File: src/sv/sensor_minmax_calibrate_normalize_assert.svh
// Assertion macros for the sensor min/max calibration block.
// Taken in by the modules that carry concurrent checks; needs nothing else.
`ifndef SENSOR_MINMAX_CALIBRATE_NORMALIZE_ASSERT_SVH
`define SENSOR_MINMAX_CALIBRATE_NORMALIZE_ASSERT_SVH

// pre holds -> post holds in the same cycle
`define SMCN_ASSERT_IMPLY(label, clk, rst, pre, post, msg) \
   label: assert property (@(posedge clk) disable iff (rst) (pre) |-> (post)) else $error(msg);

// pre holds -> post holds in the next cycle
`define SMCN_ASSERT_NEXT(label, clk, rst, pre, post, msg) \
   label: assert property (@(posedge clk) disable iff (rst) (pre) |=> (post)) else $error(msg);

`endif

File: src/sv/smcn_pkg.sv
// Shared types and constants of the sensor min/max calibration block.
// Used by the register file, controller, datapath and top level.
`default_nettype none

package smcn_pkg;

   // item field widths
   localparam int MODE_W      = 3;
   localparam int IDX_W       = 6;
   localparam int MV_W        = 12;
   localparam int NORM_W      = 16;
   localparam int REQ_TDATA_W = 24;
   localparam int RSP_TDATA_W = 24;

   // bounds and arithmetic
   localparam int BOUND_W   = 24;
   localparam int MARGIN_W  = 16;
   localparam int FACTOR_W  = 17;
   localparam int INV_W     = 24;
   localparam int Q_FRAC    = 12;
   localparam int DIV_STEPS = 16;
   localparam int STEP_W    = 4;

   localparam logic [BOUND_W-1:0]  BOUND_MAX = 24'hFF_FFFF;
   localparam logic [FACTOR_W-1:0] ONE_Q16   = 17'h1_0000;
   localparam logic [NORM_W-1:0]   NORM_MAX  = 16'h7FFF;
   localparam logic [NORM_W-1:0]   NORM_MIN  = 16'h8000;

   // configuration port
   localparam int CSR_INDEX_W = 3;
   localparam int CSR_DATA_W  = 24;

   localparam logic [CSR_INDEX_W-1:0] REG_CALIB_METHOD  = 3'd0;
   localparam logic [CSR_INDEX_W-1:0] REG_HIGH_MARGIN   = 3'd1;
   localparam logic [CSR_INDEX_W-1:0] REG_LOW_MARGIN    = 3'd2;
   localparam logic [CSR_INDEX_W-1:0] REG_INVERSE_COUNT = 3'd3;
   localparam logic [CSR_INDEX_W-1:0] REG_INITIAL_LOW   = 3'd4;

   localparam logic [MV_W-1:0] INITIAL_LOW_RESET = 12'd3300;

   // item modes
   localparam logic [MODE_W-1:0] MODE_CLEAR     = 3'd0;
   localparam logic [MODE_W-1:0] MODE_HIGH      = 3'd1;
   localparam logic [MODE_W-1:0] MODE_LOW       = 3'd2;
   localparam logic [MODE_W-1:0] MODE_NORMALIZE = 3'd3;
   localparam logic [MODE_W-1:0] MODE_VERIFY    = 3'd4;

   typedef struct packed {
      logic                calib_method;
      logic [MARGIN_W-1:0] high_margin;
      logic [MARGIN_W-1:0] low_margin;
      logic [INV_W-1:0]    inverse_count;
      logic [MV_W-1:0]     initial_low;
   } cfg_type;

   typedef enum logic [3:0] {
      S_IDLE,
      S_LOAD,
      S_CLEAR,
      S_PK_MHI,
      S_PK_UHI,
      S_PK_MLO,
      S_PK_ULO,
      S_MN_MUL,
      S_MN_INV,
      S_MN_ADD,
      S_DIV_INIT,
      S_DIV_CHK,
      S_DIV_STEP,
      S_DONE
   } ctl_state_type;

   typedef enum logic [3:0] {
      OP_NONE,
      OP_CAPTURE,
      OP_LOAD,
      OP_CLEAR,
      OP_MUL,
      OP_MUL_INV,
      OP_PEAK,
      OP_MEAN,
      OP_DIV_INIT,
      OP_DIV_CHK,
      OP_DIV_STEP,
      OP_FINISH
   } dp_op_type;

   typedef struct packed {
      dp_op_type op;
      logic      use_low;   // select low bound / low margin
   } dp_cmd_type;

   typedef struct packed {
      logic [MODE_W-1:0] mode;
      logic              method;
      logic              in_range;
      logic              fault;
      logic              ov;
   } dp_status_type;

endpackage

`default_nettype wire

File: src/sv/smcn_ctrl.sv
// Controller state machine: sequences the datapath per item mode and owns the
// handshakes. Depends on smcn_pkg and the assertion macro header.
`default_nettype none

`include "sensor_minmax_calibrate_normalize_assert.svh"

module smcn_ctrl (
   input  wire logic                     clock,
   input  wire logic                     reset,
   input  wire logic                     req_tvalid,
   output logic                          req_tready,
   output logic                          rsp_tvalid,
   input  wire logic                     rsp_tready,
   input  wire smcn_pkg::dp_status_type  status,
   output smcn_pkg::dp_cmd_type          cmd
);

   localparam logic [smcn_pkg::STEP_W-1:0] STEP_LAST = smcn_pkg::STEP_W'(smcn_pkg::DIV_STEPS - 1);

   smcn_pkg::ctl_state_type          state_ff;
   smcn_pkg::ctl_state_type          state_in;
   logic [smcn_pkg::STEP_W-1:0]      step_ff;
   logic [smcn_pkg::STEP_W-1:0]      step_in;
   logic                             rsp_tvalid_ff;
   logic                             rsp_tvalid_in;
   logic                             finish;

   assign rsp_tvalid = rsp_tvalid_ff;

   always_ff @(posedge clock) begin
      if (reset) begin
         state_ff      <= smcn_pkg::S_IDLE;
         step_ff       <= '0;
         rsp_tvalid_ff <= 1'b0;
      end else begin
         state_ff      <= state_in;
         step_ff       <= step_in;
         rsp_tvalid_ff <= rsp_tvalid_in;
      end
   end

   always_comb begin
      state_in    = state_ff;
      step_in     = '0;
      req_tready  = 1'b0;
      finish      = 1'b0;
      cmd.op      = smcn_pkg::OP_NONE;
      cmd.use_low = 1'b0;
      case (state_ff)
         smcn_pkg::S_IDLE: begin
            req_tready = 1'b1;
            if (req_tvalid) begin
               cmd.op   = smcn_pkg::OP_CAPTURE;
               state_in = smcn_pkg::S_LOAD;
            end
         end
         smcn_pkg::S_LOAD: begin
            cmd.op = smcn_pkg::OP_LOAD;
            if (!status.in_range) begin
               state_in = smcn_pkg::S_DONE;
            end else begin
               case (status.mode)
                  smcn_pkg::MODE_CLEAR: state_in = smcn_pkg::S_CLEAR;
                  smcn_pkg::MODE_HIGH,
                  smcn_pkg::MODE_LOW:
                     state_in = status.method ? smcn_pkg::S_MN_MUL : smcn_pkg::S_PK_MHI;
                  smcn_pkg::MODE_NORMALIZE: state_in = smcn_pkg::S_DIV_INIT;
                  default: state_in = smcn_pkg::S_DONE;
               endcase
            end
         end
         smcn_pkg::S_CLEAR: begin
            cmd.op   = smcn_pkg::OP_CLEAR;
            state_in = smcn_pkg::S_DONE;
         end
         smcn_pkg::S_PK_MHI: begin
            cmd.op   = smcn_pkg::OP_MUL;
            state_in = smcn_pkg::S_PK_UHI;
         end
         smcn_pkg::S_PK_UHI: begin
            cmd.op   = smcn_pkg::OP_PEAK;
            state_in = smcn_pkg::S_PK_MLO;
         end
         smcn_pkg::S_PK_MLO: begin
            cmd.op      = smcn_pkg::OP_MUL;
            cmd.use_low = 1'b1;
            state_in    = smcn_pkg::S_PK_ULO;
         end
         smcn_pkg::S_PK_ULO: begin
            cmd.op      = smcn_pkg::OP_PEAK;
            cmd.use_low = 1'b1;
            state_in    = smcn_pkg::S_DONE;
         end
         smcn_pkg::S_MN_MUL: begin
            cmd.op      = smcn_pkg::OP_MUL;
            cmd.use_low = status.mode == smcn_pkg::MODE_LOW;
            state_in    = smcn_pkg::S_MN_INV;
         end
         smcn_pkg::S_MN_INV: begin
            cmd.op   = smcn_pkg::OP_MUL_INV;
            state_in = smcn_pkg::S_MN_ADD;
         end
         smcn_pkg::S_MN_ADD: begin
            cmd.op      = smcn_pkg::OP_MEAN;
            cmd.use_low = status.mode == smcn_pkg::MODE_LOW;
            state_in    = smcn_pkg::S_DONE;
         end
         smcn_pkg::S_DIV_INIT: begin
            if (status.fault) begin
               state_in = smcn_pkg::S_DONE;
            end else begin
               cmd.op   = smcn_pkg::OP_DIV_INIT;
               state_in = smcn_pkg::S_DIV_CHK;
            end
         end
         smcn_pkg::S_DIV_CHK: begin
            cmd.op   = smcn_pkg::OP_DIV_CHK;
            state_in = smcn_pkg::S_DIV_STEP;
         end
         smcn_pkg::S_DIV_STEP: begin
            if (status.ov) begin
               state_in = smcn_pkg::S_DONE;
            end else begin
               cmd.op  = smcn_pkg::OP_DIV_STEP;
               step_in = step_ff + 1'b1;
               if (step_ff == STEP_LAST) begin
                  step_in  = '0;
                  state_in = smcn_pkg::S_DONE;
               end
            end
         end
         smcn_pkg::S_DONE: begin
            // hold until the output register is free
            if (!rsp_tvalid_ff || rsp_tready) begin
               cmd.op   = smcn_pkg::OP_FINISH;
               finish   = 1'b1;
               state_in = smcn_pkg::S_IDLE;
            end
         end
         default: begin
            state_in = smcn_pkg::S_IDLE;
         end
      endcase
   end

   always_comb begin
      if (finish) begin
         rsp_tvalid_in = 1'b1;
      end else if (rsp_tready) begin
         rsp_tvalid_in = 1'b0;
      end else begin
         rsp_tvalid_in = rsp_tvalid_ff;
      end
   end

   `SMCN_ASSERT_NEXT(a_accept_loads, clock, reset, req_tvalid && req_tready,
      state_ff == smcn_pkg::S_LOAD, "accepted item did not move to bound load")
   `SMCN_ASSERT_IMPLY(a_no_overwrite, clock, reset, cmd.op == smcn_pkg::OP_FINISH,
      !rsp_tvalid_ff || rsp_tready, "result written over a pending item")
   `SMCN_ASSERT_NEXT(a_finish_presents, clock, reset, cmd.op == smcn_pkg::OP_FINISH,
      rsp_tvalid_ff, "finished item not presented")
   `SMCN_ASSERT_IMPLY(a_step_idle, clock, reset, state_ff == smcn_pkg::S_IDLE,
      step_ff == '0, "divider step count not cleared between items")

endmodule

`default_nettype wire
File: config.mk
export PLATFORM = sky130hd
export DESIGN_NAME = smcn_ctrl
export DESIGN_NICKNAME = d
export VERILOG_FILES = /design/src/sv/smcn_pkg.sv /design/src/sv/smcn_ctrl.sv
export VERILOG_INCLUDE_DIRS = /design/src /design/src/sv
export SDC_FILE = /design/constraint.sdc
export NUM_CORES = 1
export LEC_CHECK = 0
export CELL_PAD_IN_SITES_DETAIL_PLACEMENT = 2
export CELL_PAD_IN_SITES_GLOBAL_PLACEMENT = 2
export CORE_MARGIN = 2
export CORE_UTILIZATION = 36
export DETAILED_ROUTE_END_ITERATION = 6
export DONT_BUFFER_PORTS = 1
export PLACE_DENSITY_LB_ADDON = 0.12
export RECOVER_POWER = 50
export REMOVE_ABC_BUFFERS = 1
export SKIP_CTS_REPAIR_TIMING = 1
export SLEW_MARGIN = 30
export SYNTH_ARGS = -nofsm -noshare
export SYNTH_HDL_FRONTEND = slang
export SYNTH_SLANG_ARGS = --single-unit
File: constraint.sdc
create_clock -name clock -period 5.04 [get_ports clock]
set_clock_uncertainty 0.05 [all_clocks]
set_input_delay 0.504 -clock clock [delete_from_list [all_inputs] [get_ports clock]]
set_output_delay 0.504 -clock clock [all_outputs]
set_load 0.005 [all_outputs]
==> flow_metrics.py, run 1 <==
metrics = {
    "worst_setup_path": {
        "critPathMaxStageDelay_ns": 0.63,
        "worstSetupStartpointType": "register",
        "endpoint_kind": "output pin",
        "r2r-start": "state_ff[2]",
        "critical_path_class": "register to output pin",
        "worstPathMaxFanout": 15,
        "cells_along_the_critical_path": "nand4b_1 -> inv_1 -> a21oi_1 -> o21ai_0",
        "worst-endpoint-arrival_ns": 1.65,
        "cpMaxStageDelayCell": "sky130_fd_sc_hd__dfxtp_1",
        "crit_required_ns": 4.49,
        "startpoint": "state_ff[1]",
    },
    "floorplanning": {
        "std_cell_rows": 15,
        "core_area_mm2": 0.001745,
        "die_height_um": 47.40,
        "ioPinCount": 18,
        "initial_util_pct": 38.85,
        "fp.dieArea_mm2": 0.002247,
        "dieWidth_um": 47.40,
    },
    "timing": {
        "setup_violations": 0,
        "timing.final.crit_period_ns": 2.204,
        "timing.max_slew.rel_slack_pct": 62.62,
        "tightest_slew_ns": 0.5599,
        "drv_slew": 0,
        "hold_viol": 0,
        "final.period_utilization_pct": 43.72,
        "grt_setup_unrepaired": "false",
        "tns_ns": 0,
        "fmax_ghz": 0.4538,
    },
    "pwr": {
        "internal_power_uw": 167.4,
        "switching_share_pct": 46.62,
        "share_comb_of_total_power_pct": 41.5,
        "seq_power_share_pct": 40.5,
        "max-vdd-ir-drop_v": 0.0002542,
        "total_leakage_power_nw": 0.2413,
        "clockPowerShare_pct": 18.0,
        "p_switching_uw": 146.2,
        "power.density_cell_area_mw_per_mm2": 450.0,
    },
    "clock_network": {
        "total_cts_buffers": 3,
        "tritoncts_num_sinks": 9,
        "buffer_levels_on_the_longest_clock_path": 2,
        "cts_root_buf": "sky130_fd_sc_hd__clkbuf_4",
        "clock_latency_ns": 0.27,
        "cts-htree-levels": 1,
        "cts_tree": "yes",
        "path_clk_slew_ns": 0.06,
    },
    "cells_and_area": {
        "syn2layout_area_growth_pct": 2.768,
        "n_antenna_cell": 0,
        "nNetsFinal": 99,
        "final_common_cell": "sky130_fd_sc_hd__dfxtp_1",
        "layout.cells.most_common_list": "sky130_fd_sc_hd__dfxtp_1, sky130_fd_sc_hd__a21oi_1, sky130_fd_sc_hd__inv_1",
        "drive_gt1_share_pct": 11.63,
        "final_cell_area_um2": 696.9,
    },
    "routing": {
        "detail-route-antenna-nets": 0,
        "vias": 658,
        "viasPerCell": 5.928,
        "first_iter_violations": 12,
        "totalWireLength_um": 1793,
        "final_routed_drc_violation_total": 0,
        "drt_first_pass_iters": 2,
        "drt-wirelength-per-cell_um": 16.15,
    },
    "place": {
        "placement.cell_area_um2": 676.9,
        "dpl.hpwl_um": 1315,
        "gp_congestion": 0.7653,
        "port_buffers": 0,
    },
    "grt": {
        "first_global_vias": 616,
        "maximum_number_of_pins_on_one_net_before_global_route_repair": 19,
        "grt_first_pass_wirelength_um": 2911,
        "grtUsageTotal_pct": 18.85,
        "total_global_routing_overflow": 0,
        "grt_antenna_before_repair": 0,
    },
    "yosys": {
        "synthesis.yosys.warnings": 0,
        "synth.cell_area_um2": 678.2,
        "yosys_register_bits": 9,
        "syn-mean-instance-area_um2": 7.795,
        "synthCells": 87,
        "edff_count_synth": 0,
        "ys_flop_type": "sky130_fd_sc_hd__dfxtp_1",
        "seq_total_area_yosys_pct": 26.57,
        "synthDistinctLibCells": 40,
        "async_flop_share_pct": 0,
    },
    "flow_run": {
        "maxCapViolations": 0,
    },
    "min_path": {
        "hold_path_class": "primary input to register",
        "hold_path_startpoint": "reset",
    },
    "run_status": {
        "run_status": "completed",
    },
}
-- per-stage QoR --
step | instances | total power [mW] | setup WS, ns | util, % | hold WS (ns)
3_5_place_dp | 107 | 0.2576 | 3.056 | 38.78 | 0.4025
2_1_floorplan | 82 | 0.2186 | 3.169 | - | 0.3776
6_report | 111 | 0.3136 | 2.836 | 39.93 | 0.2524
3_3_place_gp | 107 | 0.2543 | 3.100 | 38.78 | 0.3947
4_1_cts | 111 | 0.3151 | 2.881 | 40.29 | 0.2445
5_1_grt | 111 | 0.3417 | 2.661 | 39.93 | 0.2333
-- cell families (layout without fill, tap and decap cells) --
group,count (synthesis),in the layout,share of synthesized area [%]
simple gates,35,35,31.18
compound gates,26,26,25.65
buf+inv,11,10,8.118
flops,9,9,26.57
xor+xnor,4,4,5.167
fa+ha+maj,1,1,1.845
mux,1,1,1.476
-- layout make-up --
| class | count | area [µm²] |
|---|---|---|
| clock buffers | 4 | 26.28 |
| fillers | 214 | 1049 |
| inverters | 6 | 22.52 |
| multi-input cells | 67 | 436.7 |
| flip-flops and latches | 9 | 180.2 |
| well taps | 25 | 31.28 |
-- path summary, 6_finish.rpt --
| kind | end | depth (start not counted) | slack, ns |
|---|---|---|---|
| max | cmd[4] | 4 | 2.84 |
| min | rsp_tvalid | 1 | 0.25 |
| max reg2reg | step_ff[3] | 4 | 3.12 |
| min reg2reg | step_ff[0] | 1 | 0.41 |
-- synth_stat cells (all sizes together) (2+ instances only) --
cell type	count	area share (%)
o211ai	2	2.2
nand3	2	1.5
or3	2	1.8
nand4	2	1.8
nor4	2	1.8
o21ai	4	3.0
nand2	5	2.8
o31ai	3	3.3
buf	4	4.2
xor2	2	2.6
dfxtp	9	27
nor2	6	4.8
or2	3	3.1
xnor2	2	2.6
inv	6	3.3
a21oi	8	5.9
nor2b	3	2.8
nand2b	4	3.7
-- worst max-delay path, delay by kind of cell (launching register included) --
kind                   cells  cell delay, ns
buffers and inverters      1            0.06
flip-flops                 1            0.63
AO/OA/AOI/OAI              2            0.45
AND/OR/NAND/NOR            1            0.25
-- state kept, by name, indices dropped and copies added (netlist names) --
register and flops:
state_ff 4, step_ff 4, rsp_tvalid 1
-- metal layers --
layer	wire [µm]	vias up	global-route usage (%)	part of all wire, %
met5	0	-	0	0
met2	743	19	25.14	41
met1	926	320	28.02	52
met4	10	0	3.333	0.56
li1	-	317	-	-
met3	113	2	8.077	6.3
-- power by group through the flow --
stage	sequential [mW]	combinational (mW)	clock (mW)
detailed placement	0.128	0.130	0
floorplan	0.113	0.105	0
CTS	0.126	0.131	0.0589
global placement	0.127	0.127	0
finish	0.127	0.130	0.0564
global route	0.133	0.143	0.0654
(Power assumes the default switching activity.)
==> run 2: changes to the inputs <==
- ABC_AREA: default -> 1
- CORE_UTILIZATION: 36 -> 30
- clock period: 5.04 -> 2.17 ns (I/O delays scaled with it)
==> run 2 against run 1 <==
  * Synthesized area is 3.1% higher
  * Synthesized cell count is 36% higher
  * Global-route usage is 0.90 points higher
  * Hold slack worse by 0.16 ns
  * Clock power is 140% higher
  * Non-clock buffer count is 1 higher
  * First-iteration DRC count is 25% lower
  * Power grew to 2.9 times the previous value
  * Critical path depth is 1 higher
  * Sequential share of layout area is 1.8 points lower
  * Utilization is 6.0 points lower
  * Sequential cell count stayed put
  * Largest cell class unchanged
==> flow_metrics.py, run 2 <==
metrics = {
    "run_status": {
        "run_status": "completed",
    },
    "yosys": {
        "async_flop_share_pct": 0,
        "seq_total_area_yosys_pct": 25.76,
        "synth.cell_area_um2": 699.4,
        "yosys_register_bits": 9,
        "ys_flop_type": "sky130_fd_sc_hd__dfxtp_1",
        "synthesis.yosys.warnings": 0,
        "synth.top_cells.by_count": "sky130_fd_sc_hd__nand2_1, sky130_fd_sc_hd__inv_1, sky130_fd_sc_hd__nor2_1",
        "edff_count_synth": 0,
        "synthDistinctLibCells": 22,
        "synth.top_cells.by_area": "sky130_fd_sc_hd__dfxtp_1, sky130_fd_sc_hd__nand2_1, sky130_fd_sc_hd__inv_1",
        "post-synth-top-area-fraction_pct": 25.76,
        "synthCells": 118,
        "yosysMostFrequentCell": "sky130_fd_sc_hd__nand2_1",
        "syn-mean-instance-area_um2": 5.927,
        "post-synth-top-area-cell": "sky130_fd_sc_hd__dfxtp_1",
    },
    "timing": {
        "timing.final.crit_period_ns": 1.836,
        "setup_violations": 0,
        "tightest_slew_ns": 0.5518,
        "hold_viol": 0,
        "tns_ns": 0,
        "final.period_utilization_pct": 84.61,
        "drv_slew": 0,
        "grt_setup_unrepaired": "false",
        "fmax_ghz": 0.5447,
        "timing.max_slew.rel_slack_pct": 62.93,
    },
    "routing": {
        "totalWireLength_um": 2322,
        "met3RoutedLength_um": 66,
        "first_iter_violations": 9,
        "detail-route-antenna-nets": 0,
        "final_routed_drc_violation_total": 0,
        "route.layer.met1.wl_um": 934,
        "drt_first_pass_iters": 4,
        "viasPerCell": 5.046,
        "met2WireLength_um": 1276,
        "vias": 762,
        "drt-wirelength-per-cell_um": 15.38,
        "top_signal_layer_used": "met4",
    },
    "grt": {
        "grtUsageTotal_pct": 19.75,
        "total_global_routing_overflow": 0,
        "first_global_vias": 826,
        "grt_first_pass_wirelength_um": 3843,
        "maximum_number_of_pins_on_one_net_before_global_route_repair": 8,
        "grt_antenna_before_repair": 0,
    },
    "clock_network": {
        "path_clk_slew_ns": 0.06,
        "total_cts_buffers": 3,
        "cts-htree-levels": 1,
        "buffer_levels_on_the_longest_clock_path": 2,
        "tritoncts_num_sinks": 9,
        "cts_tree": "yes",
        "clock_latency_ns": 0.27,
        "cts_root_buf": "sky130_fd_sc_hd__clkbuf_4",
    },
    "worst_setup_path": {
        "crit_required_ns": 1.90,
        "worst-endpoint-arrival_ns": 1.57,
        "worstPathMaxFanout": 7,
        "endpoint_kind": "output pin",
        "worstSetupStartpointType": "register",
        "critical_path_class": "register to output pin",
    },
    "pwr": {
        "power.density_cell_area_mw_per_mm2": 1213,
        "share_comb_of_total_power_pct": 56.6,
        "clockPowerShare_pct": 15.2,
        "seq_power_share_pct": 28.2,
        "p_switching_uw": 482.5,
        "max-vdd-ir-drop_v": 0.0004391,
        "total_leakage_power_nw": 0.3492,
        "switching_share_pct": 53.08,
        "internal_power_uw": 426.5,
    },
    "floorplanning": {
        "ioPinCount": 18,
        "fp.dieArea_mm2": 0.002734,
        "core_area_mm2": 0.002212,
        "die_height_um": 52.29,
        "initial_util_pct": 31.62,
        "std_cell_rows": 17,
        "dieWidth_um": 52.29,
    },
    "place": {
        "gp_congestion": 0.7298,
        "dpl.hpwl_um": 1997,
        "port_buffers": 0,
    },
    "cells_and_area": {
        "finish.utilization_pct": 33.88,
        "layout.cells.most_common_list": "sky130_fd_sc_hd__nand2_1, sky130_fd_sc_hd__inv_1, sky130_fd_sc_hd__nor2_1",
        "nNetsFinal": 136,
        "n_antenna_cell": 0,
        "drive_gt1_share_pct": 8.943,
        "syn2layout_area_growth_pct": 7.156,
        "final_common_cell": "sky130_fd_sc_hd__nand2_1",
    },
    "flow_run": {
        "maxCapViolations": 0,
    },
    "min_path": {
        "hold_path_class": "primary input to register",
    },
}
-- run 2: cell types whose count changed in the layout (fill, tap and decap cells not counted), sizes merged, moves of 3 or more --
cell    previous run  this run
nand2              5        31
nor2b              3         0
nand2b             4         0
nor2               6        25
inv                6        22
nand3              2        10
-- run 2: power by group through the flow --
stage | Combinational (mW) | Sequential [mW] | Clock (mW)
floorplan | 0.387 | 0.246 | 0
global placement | 0.489 | 0.261 | 0
detailed placement | 0.517 | 0.265 | 0
CTS | 0.524 | 0.261 | 0.139
global route | 0.588 | 0.262 | 0.155
finish | 0.515 | 0.256 | 0.138
-- run 2: cells by family (layout without fill, tap and decap cells) --
kind of cell / after synthesis / after routing / synth area share [%]
simple gates: 70 / 70 / 47.23
buf+inv: 23 / 28 / 12.52
compound gates: 14 / 14 / 11.45
flops: 9 / 9 / 25.76
fa+ha+maj: 1 / 1 / 1.789
xor+xnor: 1 / 1 / 1.252
-- run 2: worst paths after layout --
kind | from | to | slack (ns) | cells past startpoint
worst max register to register | state_ff[2] | step_ff[2] | 0.38 | 6
worst min-delay path | reset | state_ff[1] | 0.09 | 3
worst min register to register | step_ff[0] | step_ff[0] | 0.41 | 1
worst max-delay path | state_ff[1] | cmd[1] | 0.33 | 5
-- run 2: layout make-up --
class,instances,area (µm²)
Clock buffer,4,26.28
Fill cell,309,1463
Inverter,23,87.58
Multi-Input combinational cell,86,410.4
Sequential cell,9,180.2
Tap cell,28,35.03
Timing Repair Buffer,1,10.01
-- run 2: worst max-delay path, stage by stage, from the launching register on --
cell and delay, ns:
sky130_fd_sc_hd__dfxtp_1 0.44, sky130_fd_sc_hd__inv_1 0.15, sky130_fd_sc_hd__nor2_1 0.24, sky130_fd_sc_hd__inv_1 0.12, sky130_fd_sc_hd__a21oi_1 0.23, sky130_fd_sc_hd__nand3_1 0.13
-- run 2: stage by stage --
step	hold slack, ns	power [mW]	std cells	cell area, µm²	setup WS [ns]
2_1_floorplan	0.2361	0.6328	118	699.4	0.9232
6_report	0.09313	0.9090	151	749.5	0.3340
3_3_place_gp	0.2385	0.7494	146	734.5	0.6791
3_5_place_dp	0.2410	0.7819	146	734.5	0.6612
5_1_grt	0.07745	1.005	151	749.5	0.1557
4_1_cts	-0.04416	0.9234	150	760.7	0.3484
-- run 2: routing by layer --
metal,GRT usage (%),up-vias
met5,0,-
met1,22.24,365
li1,-,376
met4,7.692,0
met2,36.04,16
met3,3.714,5
