===== config.mk =====
export PLATFORM = sky130hd
export DESIGN_NAME = smcn_csr
export DESIGN_NICKNAME = d
export VERILOG_FILES = /design/src/sv/sensor_minmax_calibrate_normalize_assert.svh /design/src/sv/smcn_pkg.sv /design/src/sv/smcn_csr.sv
export SDC_FILE = /design/constraint.sdc
export NUM_CORES = 1
export LEC_CHECK = 0
export ABC_CLOCK_PERIOD_IN_PS = 2400
export BUFFER_PORTS_ARGS = -buffer_cell sky130_fd_sc_hd__buf_4
export CORE_MARGIN = 2
export CORE_UTILIZATION = 30
export DETAILED_ROUTE_END_ITERATION = 6
export HOLD_SLACK_MARGIN = 0.12
export PLACE_DENSITY = 0.6
export SYNTH_ARGS = -nofsm -noshare
export SYNTH_HDL_FRONTEND = slang
export SYNTH_SLANG_ARGS = --single-unit

===== constraint.sdc =====
create_clock -name clock -period 2.4 [get_ports clock]
set_clock_uncertainty 0.2 [all_clocks]
set_input_delay 0.12 -clock clock [delete_from_list [all_inputs] [get_ports clock]]
set_output_delay 0.12 -clock clock [all_outputs]
set_load 0.005 [all_outputs]

===== src/sv/sensor_minmax_calibrate_normalize_assert.svh =====
// Assertion macros for the sensor min/max calibration block.
// Taken in by the modules that carry concurrent checks; needs nothing else.
`ifndef SENSOR_MINMAX_CALIBRATE_NORMALIZE_ASSERT_SVH
`define SENSOR_MINMAX_CALIBRATE_NORMALIZE_ASSERT_SVH

// pre holds -> post holds in the same cycle
`define SMCN_ASSERT_IMPLY(label, clk, rst, pre, post, msg) \
   label: assert property (@(posedge clk) disable iff (rst) (pre) |-> (post)) else $error(msg);

// pre holds -> post holds in the next cycle
`define SMCN_ASSERT_NEXT(label, clk, rst, pre, post, msg) \
   label: assert property (@(posedge clk) disable iff (rst) (pre) |=> (post)) else $error(msg);

`endif


===== src/sv/smcn_pkg.sv =====
// Shared types and constants of the sensor min/max calibration block.
// Used by the register file, controller, datapath and top level.
`default_nettype none

package smcn_pkg;

   // item field widths
   localparam int MODE_W      = 3;
   localparam int IDX_W       = 6;
   localparam int MV_W        = 12;
   localparam int NORM_W      = 16;
   localparam int REQ_TDATA_W = 24;
   localparam int RSP_TDATA_W = 24;

   // bounds and arithmetic
   localparam int BOUND_W   = 24;
   localparam int MARGIN_W  = 16;
   localparam int FACTOR_W  = 17;
   localparam int INV_W     = 24;
   localparam int Q_FRAC    = 12;
   localparam int DIV_STEPS = 16;
   localparam int STEP_W    = 4;

   localparam logic [BOUND_W-1:0]  BOUND_MAX = 24'hFF_FFFF;
   localparam logic [FACTOR_W-1:0] ONE_Q16   = 17'h1_0000;
   localparam logic [NORM_W-1:0]   NORM_MAX  = 16'h7FFF;
   localparam logic [NORM_W-1:0]   NORM_MIN  = 16'h8000;

   // configuration port
   localparam int CSR_INDEX_W = 3;
   localparam int CSR_DATA_W  = 24;

   localparam logic [CSR_INDEX_W-1:0] REG_CALIB_METHOD  = 3'd0;
   localparam logic [CSR_INDEX_W-1:0] REG_HIGH_MARGIN   = 3'd1;
   localparam logic [CSR_INDEX_W-1:0] REG_LOW_MARGIN    = 3'd2;
   localparam logic [CSR_INDEX_W-1:0] REG_INVERSE_COUNT = 3'd3;
   localparam logic [CSR_INDEX_W-1:0] REG_INITIAL_LOW   = 3'd4;

   localparam logic [MV_W-1:0] INITIAL_LOW_RESET = 12'd3300;

   // item modes
   localparam logic [MODE_W-1:0] MODE_CLEAR     = 3'd0;
   localparam logic [MODE_W-1:0] MODE_HIGH      = 3'd1;
   localparam logic [MODE_W-1:0] MODE_LOW       = 3'd2;
   localparam logic [MODE_W-1:0] MODE_NORMALIZE = 3'd3;
   localparam logic [MODE_W-1:0] MODE_VERIFY    = 3'd4;

   typedef struct packed {
      logic                calib_method;
      logic [MARGIN_W-1:0] high_margin;
      logic [MARGIN_W-1:0] low_margin;
      logic [INV_W-1:0]    inverse_count;
      logic [MV_W-1:0]     initial_low;
   } cfg_type;

   typedef enum logic [3:0] {
      S_IDLE,
      S_LOAD,
      S_CLEAR,
      S_PK_MHI,
      S_PK_UHI,
      S_PK_MLO,
      S_PK_ULO,
      S_MN_MUL,
      S_MN_INV,
      S_MN_ADD,
      S_DIV_INIT,
      S_DIV_CHK,
      S_DIV_STEP,
      S_DONE
   } ctl_state_type;

   typedef enum logic [3:0] {
      OP_NONE,
      OP_CAPTURE,
      OP_LOAD,
      OP_CLEAR,
      OP_MUL,
      OP_MUL_INV,
      OP_PEAK,
      OP_MEAN,
      OP_DIV_INIT,
      OP_DIV_CHK,
      OP_DIV_STEP,
      OP_FINISH
   } dp_op_type;

   typedef struct packed {
      dp_op_type op;
      logic      use_low;   // select low bound / low margin
   } dp_cmd_type;

   typedef struct packed {
      logic [MODE_W-1:0] mode;
      logic              method;
      logic              in_range;
      logic              fault;
      logic              ov;
   } dp_status_type;

endpackage

`default_nettype wire


===== src/sv/smcn_csr.sv =====
// Configuration registers of the sensor min/max calibration block.
// Depends on smcn_pkg for register indexes and the cfg_type bundle.
`default_nettype none

module smcn_csr (
   input  wire logic                                clock,
   input  wire logic                                reset,
   input  wire logic                                csr_valid,
   output logic                                     csr_ready,
   input  wire logic [smcn_pkg::CSR_INDEX_W-1:0]    csr_index,
   input  wire logic [smcn_pkg::CSR_DATA_W-1:0]     csr_data,
   output smcn_pkg::cfg_type                        cfg
);

   smcn_pkg::cfg_type cfg_ff;
   smcn_pkg::cfg_type cfg_in;

   assign csr_ready = 1'b1;
   assign cfg       = cfg_ff;

   always_comb begin
      cfg_in = cfg_ff;
      if (csr_valid) begin
         case (csr_index)
            smcn_pkg::REG_CALIB_METHOD:  cfg_in.calib_method  = csr_data[0];
            smcn_pkg::REG_HIGH_MARGIN:   cfg_in.high_margin   = csr_data[smcn_pkg::MARGIN_W-1:0];
            smcn_pkg::REG_LOW_MARGIN:    cfg_in.low_margin    = csr_data[smcn_pkg::MARGIN_W-1:0];
            smcn_pkg::REG_INVERSE_COUNT: cfg_in.inverse_count = csr_data[smcn_pkg::INV_W-1:0];
            smcn_pkg::REG_INITIAL_LOW:   cfg_in.initial_low   = csr_data[smcn_pkg::MV_W-1:0];
            default: ;
         endcase
      end
   end

   always_ff @(posedge clock) begin
      if (reset) begin
         cfg_ff.calib_method  <= 1'b0;
         cfg_ff.high_margin   <= '0;
         cfg_ff.low_margin    <= '0;
         cfg_ff.inverse_count <= '0;
         cfg_ff.initial_low   <= smcn_pkg::INITIAL_LOW_RESET;
      end else begin
         cfg_ff <= cfg_in;
      end
   end

endmodule

`default_nettype wire


==> flow_metrics.tcl, run 1 <==
set metrics [dict create \
    status "completed" \
    wire_per_inst_microns 13.0 \
    cp-end-kind "flop" \
    dpl.hpwl_microns 4610 \
    worst_slew_pin_slew_ns 0.687 \
    overflow 0 \
    critPathMaxFanout 9 \
    first_iter_violations 39 \
    boundaryPins 100 \
    clock_latency_ns 0.34 \
    switching_power_w 0.000544 \
    clkSinkCount 69 \
    synth_nets 297 \
    ff2ff_setup_slack_ns 1.57 \
    cts_root_buf "clkbuf_8" \
    first_pass_iters 4 \
    grt_setup_unrepaired "false" \
    die_w_microns 102 \
    rows 35 \
    fmax_mhz 606 \
    sw_frac_of_total_pct 21.8 \
    antenna_left 0 \
    path_class "input pin to flop" \
    htreeDepth 3 \
    nNetsFinal 416 \
    p_comb_share_pct 9.7 \
    finalHoldViolCount 0 \
    ir_drop_mv 0.202 \
    p_leak_nw 1.94 \
    core_sq_um 9280 \
    min_period_ns 1.65 \
    tns_ns 0 \
    die_h_microns 102 \
    wl_microns 6780 \
    largest_reg_flops 69 \
    drive_gt1_share_pct 30.4 \
    antenna_cells 0 \
    arrival_ns 1.72 \
    grt_pass1_vias 2053 \
    drc 0 \
    synth_seq_cells 69 \
    cellPowerDensity_nw_per_um2 596 \
    yosysWarnings 0 \
    cts-buffers-inserted 9 \
    power_frac_clock_pct 43.0 \
    timing.final.ws_setup_ns 0.751 \
    yosys.cell_types.count 14 \
    grt_usage_pct 13.4 \
    finalCritPeriodShare_pct 68.7 \
    cp.required_ns 2.47 \
    synth.yosys.seq_area_share_pct 47.7 \
    place_ws_ns 0.929 \
    area_delta_synth_final_pct 44.9 \
    dr_total_vias 2189 \
    max_slew_margin_pct 54.2 \
    cts_resized 0 \
    antenna_found_initial 0 \
    syn_area_per_cell_sq_um 10.8 \
    synth_area_sq_um 2900 \
    placed_area_sq_um 3690 \
    initial_core_util_pct 31.2 \
    startpoint_type "input pin" \
    grt_pass1_wl_microns 10600 \
    gp_congestion 0.695 \
    die-area_sq_um 10500 \
    io_buffers 98 \
    avgViaCountPerCell 4.21 \
    synthCells 267 \
    fin_area_sq_um 4200 \
    setup_viol 0 \
    p_seq_share_pct 47.3 \
    finalMaxSlewViolations 0 \
    cts_max_path_buffers 2 \
    internal_power_w 0.00196 \
    cap_violations 0 \
    clk_pin_slew_worst_paths_ns 0.08 \
    grt_max_degree 92 \
    hold_class "input pin to flop" \
    cts_tree "yes" \
]
==> worst max-delay path: stages <==
cell,delay (ns)
dlygate4sd3_1,0.54
buf_4,0.16
and4b_1,0.63
mux2i_1,0.26
==> final timing paths <==
kind                         from                    to  depth (start not counted)
min reg2reg  cfg[28]$_SDFFE_PP0P_  cfg[28]$_SDFFE_PP0P_                          2
max                  csr_index[2]  cfg[30]$_SDFFE_PP0P_                          4
min                         reset  cfg[11]$_SDFFE_PP1P_                          3
max reg2reg  cfg[49]$_SDFFE_PP0P_  cfg[49]$_SDFFE_PP0P_                          2
==> cells in the final DEF, fill, tap and decap left out <==
cell type / Yosys / layout
nand4b_4: 1 / 1
conb_1: 1 / 1
dfxtp_1: 69 / 69
mux2i_1: 69 / 69
and4bb_2: 3 / 3
dlygate4sd3_1: 0 / 28
buf_4: 3 / 100
and4b_1: 1 / 1
clkbuf_1: 8 / 1
nor2_1: 12 / 12
nand4bb_1: 3 / 3
nor4b_1: 1 / 1
bufinv_16: 0 / 2
clkinv_2: 0 / 2
nand2b_1: 87 / 87
clkbuf_8: 0 / 11
==> synthesized netlist by cell type (all sizes together) <==
cell     number  area [sq um]
nor4b         1          8.76
dfxtp        69          1380
buf          12          86.3
and4bb        3          37.5
clkbuf        8          30.0
mux2i        69           691
conb          1          3.75
nand4bb       3          33.8
nor2         12          45.0
and4b         1          10.0
nand4b        1          23.8
nand2b       87           544
==> metal layers <==
layer	share of wire, %	vias to the layer above	track usage, %
met2	46	54	20.0
met3	5.0	5	4.58
met5	0	-	0
met1	47	1004	17.7
li1	-	1126	-
met4	1.2	0	5.85
==> logic make-up after synthesis <==
logic type	after synthesis	share of synthesized area, %
buf+inv	20	4.02
flops	69	47.7
mux	69	23.9
other cells	1	0.130
simple gates	108	24.3
==> through the flow <==
step	hold slack, ns	instances	util [%]	total power (W)
2_1_floorplan	0.0753	267	-	0.00132
6_report	0.205	520	45.2	0.00250
3_5_place_dp	0.203	476	39.8	0.00142
5_1_grt	0.243	520	45.2	0.00261
3_3_place_gp	0.193	476	39.8	0.00142
4_1_cts	0.170	520	45.2	0.00254
==> power groups by stage <==
| stage | Sequential [W] | Combinational [W] | Clock (W) |
|---|---|---|---|
| 3_3_place_gp | 0.00121 | 0.000207 | 0 |
| 2_1_floorplan | 0.00121 | 0.000107 | 0 |
| 5_1_grt | 0.00119 | 0.000265 | 0.00116 |
| 6_report | 0.00118 | 0.000242 | 0.00107 |
| 3_5_place_dp | 0.00121 | 0.000208 | 0 |
| 4_1_cts | 0.00118 | 0.000245 | 0.00111 |
==> area by class of cell <==
class / instances / area (sq um)
fill: 918 / 5090
multi-input combinational: 178 / 1400
clock inverter: 4 / 70.1
timing repair buffer: 128 / 1030
clock buffer: 12 / 155
tap: 129 / 161
sequential: 69 / 1380
==> what timing repair did <==
item,4_1_cts,5_1_grt
hold endpoints to repair,69,0
hold buffers,28,0
buffers inserted,0,0
Power figures use the tool's default switching activity.
==> inputs of run 2 (changes only) <==
--- a/config.mk
+++ b/config.mk
@@ -5,13 +5,13 @@
 export SDC_FILE = /design/constraint.sdc
 export NUM_CORES = 1
 export LEC_CHECK = 0
-export ABC_CLOCK_PERIOD_IN_PS = 2400
+export ABC_CLOCK_PERIOD_IN_PS = 1400
 export BUFFER_PORTS_ARGS = -buffer_cell sky130_fd_sc_hd__buf_4
 export CORE_MARGIN = 2
 export CORE_UTILIZATION = 30
 export DETAILED_ROUTE_END_ITERATION = 6
 export HOLD_SLACK_MARGIN = 0.12
-export PLACE_DENSITY = 0.6
+export PLACE_DENSITY = 0.62
 export SYNTH_ARGS = -nofsm -noshare
 export SYNTH_HDL_FRONTEND = slang
 export SYNTH_SLANG_ARGS = --single-unit
==> constraint.sdc (replaced) <==
create_clock -name clock -period 1.4 [get_ports clock]
set_clock_uncertainty 0.2 [all_clocks]
set_input_delay 0.07 -clock clock [delete_from_list [all_inputs] [get_ports clock]]
set_output_delay 0.07 -clock clock [all_outputs]
set_load 0.005 [all_outputs]
==> run 2 against run 1 <==
Against the previous run: first-iteration DRC count is 10% lower; register-to-register slack worse by 1.5 ns; routed wire length is 10% higher; combinational power is 95% higher; non-clock buffer count is 21 higher; critical path type unchanged; critical endpoint is now cfg[34]$_SDFFE_PP0P_.
==> flow_metrics.tcl, run 2 (synthesized netlist as in run 1, its figures left out) <==
set metrics [dict create \
    status "completed" \
    io_buffers 98 \
    internal_power_w 0.00292 \
    grt_pass1_wl_microns 11300 \
    p_seq_share_pct 52.6 \
    path_class "input pin to flop" \
    first_pass_iters 4 \
    grt_usage_pct 14.3 \
    cp-end-kind "flop" \
    nNetsFinal 437 \
    dr_total_vias 2295 \
    whs_path_depth 3 \
    startpoint_type "input pin" \
    ir_drop_mv 0.475 \
    fin_hold_ws_ns 0.0117 \
    area_delta_synth_final_pct 51.2 \
    dpl.hpwl_microns 4710 \
    switching_power_w 0.000938 \
    die_h_microns 102 \
    fmax_mhz 720 \
    crit_top_cell "dlygate4sd3_1" \
    largest_reg_flops 69 \
    drc 0 \
    core_sq_um 9280 \
    layout_commonest_cell "buf_4" \
    die-area_sq_um 10500 \
    critPathMaxFanout 1 \
    cts-buffers-inserted 9 \
    cts_tree "yes" \
    clkSinkCount 69 \
    cellPowerDensity_nw_per_um2 881 \
    cts_max_path_buffers 2 \
    placed_area_sq_um 3750 \
    setup_viol 0 \
    grt_max_degree 42 \
    wire_per_inst_microns 13.8 \
    fin_area_sq_um 4380 \
    gp_congestion 0.702 \
    clock_latency_ns 0.34 \
    drive_gt1_share_pct 30.7 \
    slowest_stage "dlygate4sd3_1" \
    rows 35 \
    clk_pin_slew_worst_paths_ns 0.07 \
    avgViaCountPerCell 4.25 \
    wl_microns 7460 \
    overflow 0 \
    htreeDepth 3 \
    hold_class "input pin to flop" \
    finalHoldViolCount 0 \
    power_frac_clock_pct 35.1 \
    cp.required_ns 1.43 \
    boundaryPins 100 \
    p_leak_nw 2.02 \
    path_cells "dlygate4sd3_1 > buf_4 > nand2b_1 > dlygate4sd3_1 > mux2i_1" \
    initial_core_util_pct 31.2 \
    antenna_left 0 \
    finalCritPeriodShare_pct 99.3 \
    max_stage_delay_ns 0.55 \
    finalMaxSlewViolations 0 \
    grt_pass1_vias 2282 \
    layout_common_cells "103 x buf_4, 87 x nand2b_1, 69 x mux2i_1" \
    cts_root_buf "clkbuf_8" \
    sw_frac_of_total_pct 24.3 \
    min_period_ns 1.39 \
    die_w_microns 102 \
    first_iter_violations 35 \
    antenna_cells 0 \
    r2r_cells 3 \
    cap_violations 0 \
    p_comb_share_pct 12.2 \
    arrival_ns 1.42 \
    antenna_found_initial 1 \
]
-- run 2: final cells by class --
class / instances / area, sq um
timing repair buffer: 149 / 1270
clock inverter: 5 / 28.8
clock buffer: 10 / 128
multi-input combinational: 178 / 1410
tap: 129 / 161
sequential: 69 / 1380
fill: 921 / 4910
-- run 2: critical path, delay by kind of cell --
family / cells / cell delay (ns)
buffers and inverters: 3 / 1.22
AND/OR/NAND/NOR: 1 / 0.06
multiplexers: 1 / 0.06
-- run 2: path summary, 6_finish.rpt --
kind / from / endpoint / slack (ns)
min reg2reg: cfg[27]$_SDFFE_PP0P_ / cfg[27]$_SDFFE_PP0P_ / 0.27
max: csr_data[22] / cfg[34]$_SDFFE_PP0P_ / 0.01
max reg2reg: cfg[15]$_SDFFE_PP0P_ / cfg[15]$_SDFFE_PP0P_ / 0.07
min: csr_valid / cfg[68]$_SDFFE_PP0P_ / 0.01
-- run 2: metal layers --
layer	track usage, %	vias to the layer above	part of all wire (%)
met1	18.2	1060	47
met4	4.51	0	1.1
met2	22.9	68	46
met5	0	-	0
met3	4.72	8	5.1
li1	-	1159	-
-- run 2: repair_timing --
action                                  4_1_cts  5_1_grt
endpoints found under the hold margin        69       32
hold buffers                                 40        6
gates resized for setup                       0        5
endpoints found under the setup margin        0       32
setup buffers                                 0        1
-- run 2: stage by stage --
stage | power, W | utilization [%] | setup TNS (ns) | setup slack [ns] | cells
after floorplan | 0.00226 | - | 0 | 0.406 | 267
after global routing | 0.00405 | 47.1 | -0.00403 | -0.00403 | 540
after CTS | 0.00390 | 46.4 | 0 | 0.000137 | 536
after global placement | 0.00244 | 40.4 | 0 | 0.161 | 481
after detailed placement | 0.00245 | 40.4 | 0 | 0.117 | 481
final | 0.00386 | 47.1 | 0 | 0.0102 | 540
-- run 2: power groups by stage --
stage / clock (W) / sequential, W / combinational (W)
floorplan: 0 / 0.00208 / 0.000184
global route: 0.00151 / 0.00203 / 0.000511
global placement: 0 / 0.00207 / 0.000366
CTS: 0.00141 / 0.00203 / 0.000458
finish: 0.00136 / 0.00203 / 0.000472
detailed placement: 0 / 0.00207 / 0.000372
==> inputs of run 3 (changes only) <==
--- a/config.mk
+++ b/config.mk
@@ -9,6 +9,7 @@
 export BUFFER_PORTS_ARGS = -buffer_cell sky130_fd_sc_hd__buf_4
 export CORE_MARGIN = 2
 export CORE_UTILIZATION = 30
+export CTS_BUF_LIST = sky130_fd_sc_hd__clkbuf_2
 export DETAILED_ROUTE_END_ITERATION = 6
 export HOLD_SLACK_MARGIN = 0.12
 export PLACE_DENSITY = 0.62
==> run 3 against run 2 <==
Against the previous run: synthesized area is the same; the flow now stops in 4_1_cts; synthesized cell count is the same.
==> flow_metrics.tcl, run 3 <==
set metrics [dict create \
    status "stopped before the end" \
    failing_step "4_1_cts" \
    error_line "[ERROR RSZ-0060] Max buffer count reached." \
    synth_nets 297 \
    synthMuxAreaShare_pct 23.9 \
    synth_compound_area_share_pct 0 \
    yosysWarnings 0 \
    synth_area_leader_cell "dfxtp_1" \
    rows 35 \
    hold_buffers 101 \
    yosys.area_share.simple_pct 24.3 \
    boundaryPins 100 \
    cts-buffers-inserted 9 \
    synth_area_sq_um 2900 \
    cts_resized 0 \
    synthXorXnorAreaFrac_pct 0 \
    place_ws_ns 0.117 \
    synth.yosys.seq_area_share_pct 47.7 \
    cts_root_buf "clkbuf_2" \
    htreeDepth 3 \
    synth.most_common_cell "nand2b_1" \
    synth_fa_ha_area_share_pct 0 \
    yosys-top-cells-area "dfxtp_1 48%, mux2i_1 24%, nand2b_1 19%" \
    ys_async_sr_fraction_pct 0 \
    synth_seq_cells 69 \
    clkSinkCount 69 \
    dpl.hpwl_microns 4710 \
    synthCells 267 \
    initial_core_util_pct 31.2 \
    cts_max_path_buffers 2 \
    die_h_microns 102 \
    synth_edf_count 0 \
    synth_top_family_by_area "simple AND/OR/NAND/NOR gates" \
    yosys.cell_types.count 14 \
    synthFlopType "dfxtp_1" \
    die_w_microns 102 \
    gp_congestion 0.702 \
    synth_common_cells "87 x nand2b_1, 69 x dfxtp_1, 69 x mux2i_1, 12 x nor2_1, 8 x clkbuf_1" \
    yosys.area.top_type_share_pct 47.7 \
    post_cts_buffers 0 \
    io_buffers 98 \
    syn_area_per_cell_sq_um 10.8 \
]
## run 3: cell counts after synthesis
Identical to the previous run, type by type.
## run 3: cells by family after synthesis
group                  after synthesis
buffers and inverters               20
DFF                                 69
muxes                               69
other                                1
and+or+nand+nor                    108
## run 3: through the flow
stage               area, sq um  std cells
detailed placement         3750        481
global placement           3750        481
floorplan                  2900        267
==> inputs of run 4 (changes only) <==
==> config.mk (replaced) <==
export PLATFORM = sky130hd
export DESIGN_NAME = smcn_csr
export DESIGN_NICKNAME = d
export VERILOG_FILES = /design/src/sv/sensor_minmax_calibrate_normalize_assert.svh /design/src/sv/smcn_pkg.sv /design/src/sv/smcn_csr.sv
export SDC_FILE = /design/constraint.sdc
export NUM_CORES = 1
export LEC_CHECK = 0
export ABC_CLOCK_PERIOD_IN_PS = 1820
export BUFFER_PORTS_ARGS = -buffer_cell sky130_fd_sc_hd__buf_4
export CORE_MARGIN = 2
export CORE_UTILIZATION = 20
export DETAILED_ROUTE_END_ITERATION = 6
export PLACE_DENSITY_LB_ADDON = 0.15
export SYNTH_ARGS = -nofsm -noshare
export SYNTH_HDL_FRONTEND = slang
export SYNTH_SLANG_ARGS = --single-unit
==> constraint.sdc (replaced) <==
create_clock -name clock -period 1.82 [get_ports clock]
set_clock_uncertainty 0.2 [all_clocks]
set_input_delay 0.091 -clock clock [delete_from_list [all_inputs] [get_ports clock]]
set_output_delay 0.091 -clock clock [all_outputs]
set_load 0.005 [all_outputs]
==> run 4 against run 3 <==
Against the previous run: the flow now finishes without violations.
==> flow_metrics.tcl, run 4 (synthesized netlist as in run 1, its figures left out) <==
set metrics [dict create \
    ir_drop_mv 0.389 \
    grt_usage_pct 10.6 \
    nNetsFinal 421 \
    finalMaxSlewViolations 0 \
    area_delta_synth_final_pct 50.6 \
    p_leak_nw 1.99 \
    largest_reg_flops 69 \
    cellPowerDensity_nw_per_um2 798 \
    die_h_microns 124 \
    arrival_ns 1.62 \
    startpoint_type "input pin" \
    antenna_found_initial 0 \
    antenna_cells 0 \
    startpoint "reset" \
    cts-buffers-inserted 9 \
    seqCellArea_sq_um 1380 \
    grt_pass1_wl_microns 12600 \
    path_class "input pin to flop" \
    multiInputGateArea_sq_um 1400 \
    die_w_microns 124 \
    cts_tree "yes" \
    min_period_ns 1.55 \
    dr_total_vias 2237 \
    overflow 0 \
    htreeDepth 3 \
    critPathMaxFanout 19 \
    drive_gt1_share_pct 30.4 \
    dpl.hpwl_microns 5520 \
    post_cts_buffers 0 \
    grt_pass1_vias 2264 \
    boundaryPins 100 \
    finalCritPeriodShare_pct 85.3 \
    first_pass_iters 4 \
    clk_pin_slew_worst_paths_ns 0.05 \
    r2r-start "cfg[13]$_SDFFE_PP0P_" \
    final-instance-count-excl-fill 575 \
    grt_setup_unrepaired "false" \
    tns_ns 0 \
    io_buffers 98 \
    cap_violations 0 \
    first_iter_violations 64 \
    worstHoldStart "csr_valid" \
    finalHoldViolCount 0 \
    grt_max_degree 43 \
    status "completed" \
    wl_microns 8000 \
    fin_hold_ws_ns 0.0268 \
    clkSinkCount 69 \
    drc 0 \
    wire_per_inst_microns 13.9 \
    antenna_left 0 \
    layout_common_cells "102 x buf_4, 87 x nand2b_1, 69 x mux2i_1, 69 x dfxtp_1, 29 x dlygate4sd3_1" \
    gp_congestion 0.675 \
    cp-end-kind "flop" \
    cp.required_ns 1.89 \
    hold_buffers 29 \
    cts_root_buf "clkbuf_16" \
    die-area_sq_um 15500 \
    avgViaCountPerCell 3.89 \
    fmax_mhz 644 \
    core_sq_um 14000 \
    hold_class "input pin to flop" \
    layout_commonest_cell "buf_4" \
    fin_util_pct 31.2 \
    cts_max_path_buffers 2 \
    rows 43 \
    setup_viol 0 \
    placedCellCount 531 \
    clock_latency_ns 0.34 \
    nFillCells 1446 \
    cts_resized 0 \
    initial_core_util_pct 20.7 \
]
## run 4: final timing paths
path,slack [ns],depth (start not counted),to
setup / recovery,0.27,5,cfg[11]$_SDFFE_PP1P_
hold / removal,0.03,3,cfg[68]$_SDFFE_PP0P_
setup reg to reg,1.00,2,cfg[13]$_SDFFE_PP0P_
hold reg to reg,0.27,2,cfg[32]$_SDFFE_PP0P_
## run 4: final cells by class
cell class / instances / area share (%)
Sequential cell: 69 / 31.7
Multi-Input combinational cell: 178 / 32.1
Timing Repair Buffer: 133 / 25.1
Clock buffer: 13 / 5.74
Tap cell: 180 / 5.16
Clock inverter: 2 / 0.230
## run 4: metal layers
layer	vias to the layer above	track usage, %	part of all wire [%]
li1	1132	-	-
met1	1029	13.2	46
met2	60	16.5	47
met3	16	2.71	4.1
met4	0	6.35	2.5
met5	-	0	0
## run 4: through the flow
stage	power, W	setup WS, ns	area (sq um)
after floorplan	0.00174	0.805	2900
after global placement	0.00189	0.501	3810
after detailed placement	0.00189	0.469	3810
after CTS	0.00356	0.263	4360
after global routing	0.00366	0.199	4360
final	0.00348	0.267	4360
## run 4: worst max-delay path: stages
cell and delay, ns:
dlygate4sd3_1 0.54, buf_4 0.26, nor2_1 0.06, dlygate4sd3_1 0.55
mux2i_1 0.12
## run 4: where the power goes
group	total, W	leakage (nW)	switching (W)	internal [W]
Clock	0.00158	0.129	0.000629	0.000948
Sequential	0.00156	0.559	0.0000191	0.00155
Combinational	0.000338	1.30	0.000134	0.000204
Total	0.00348	1.99	0.000782	0.00270
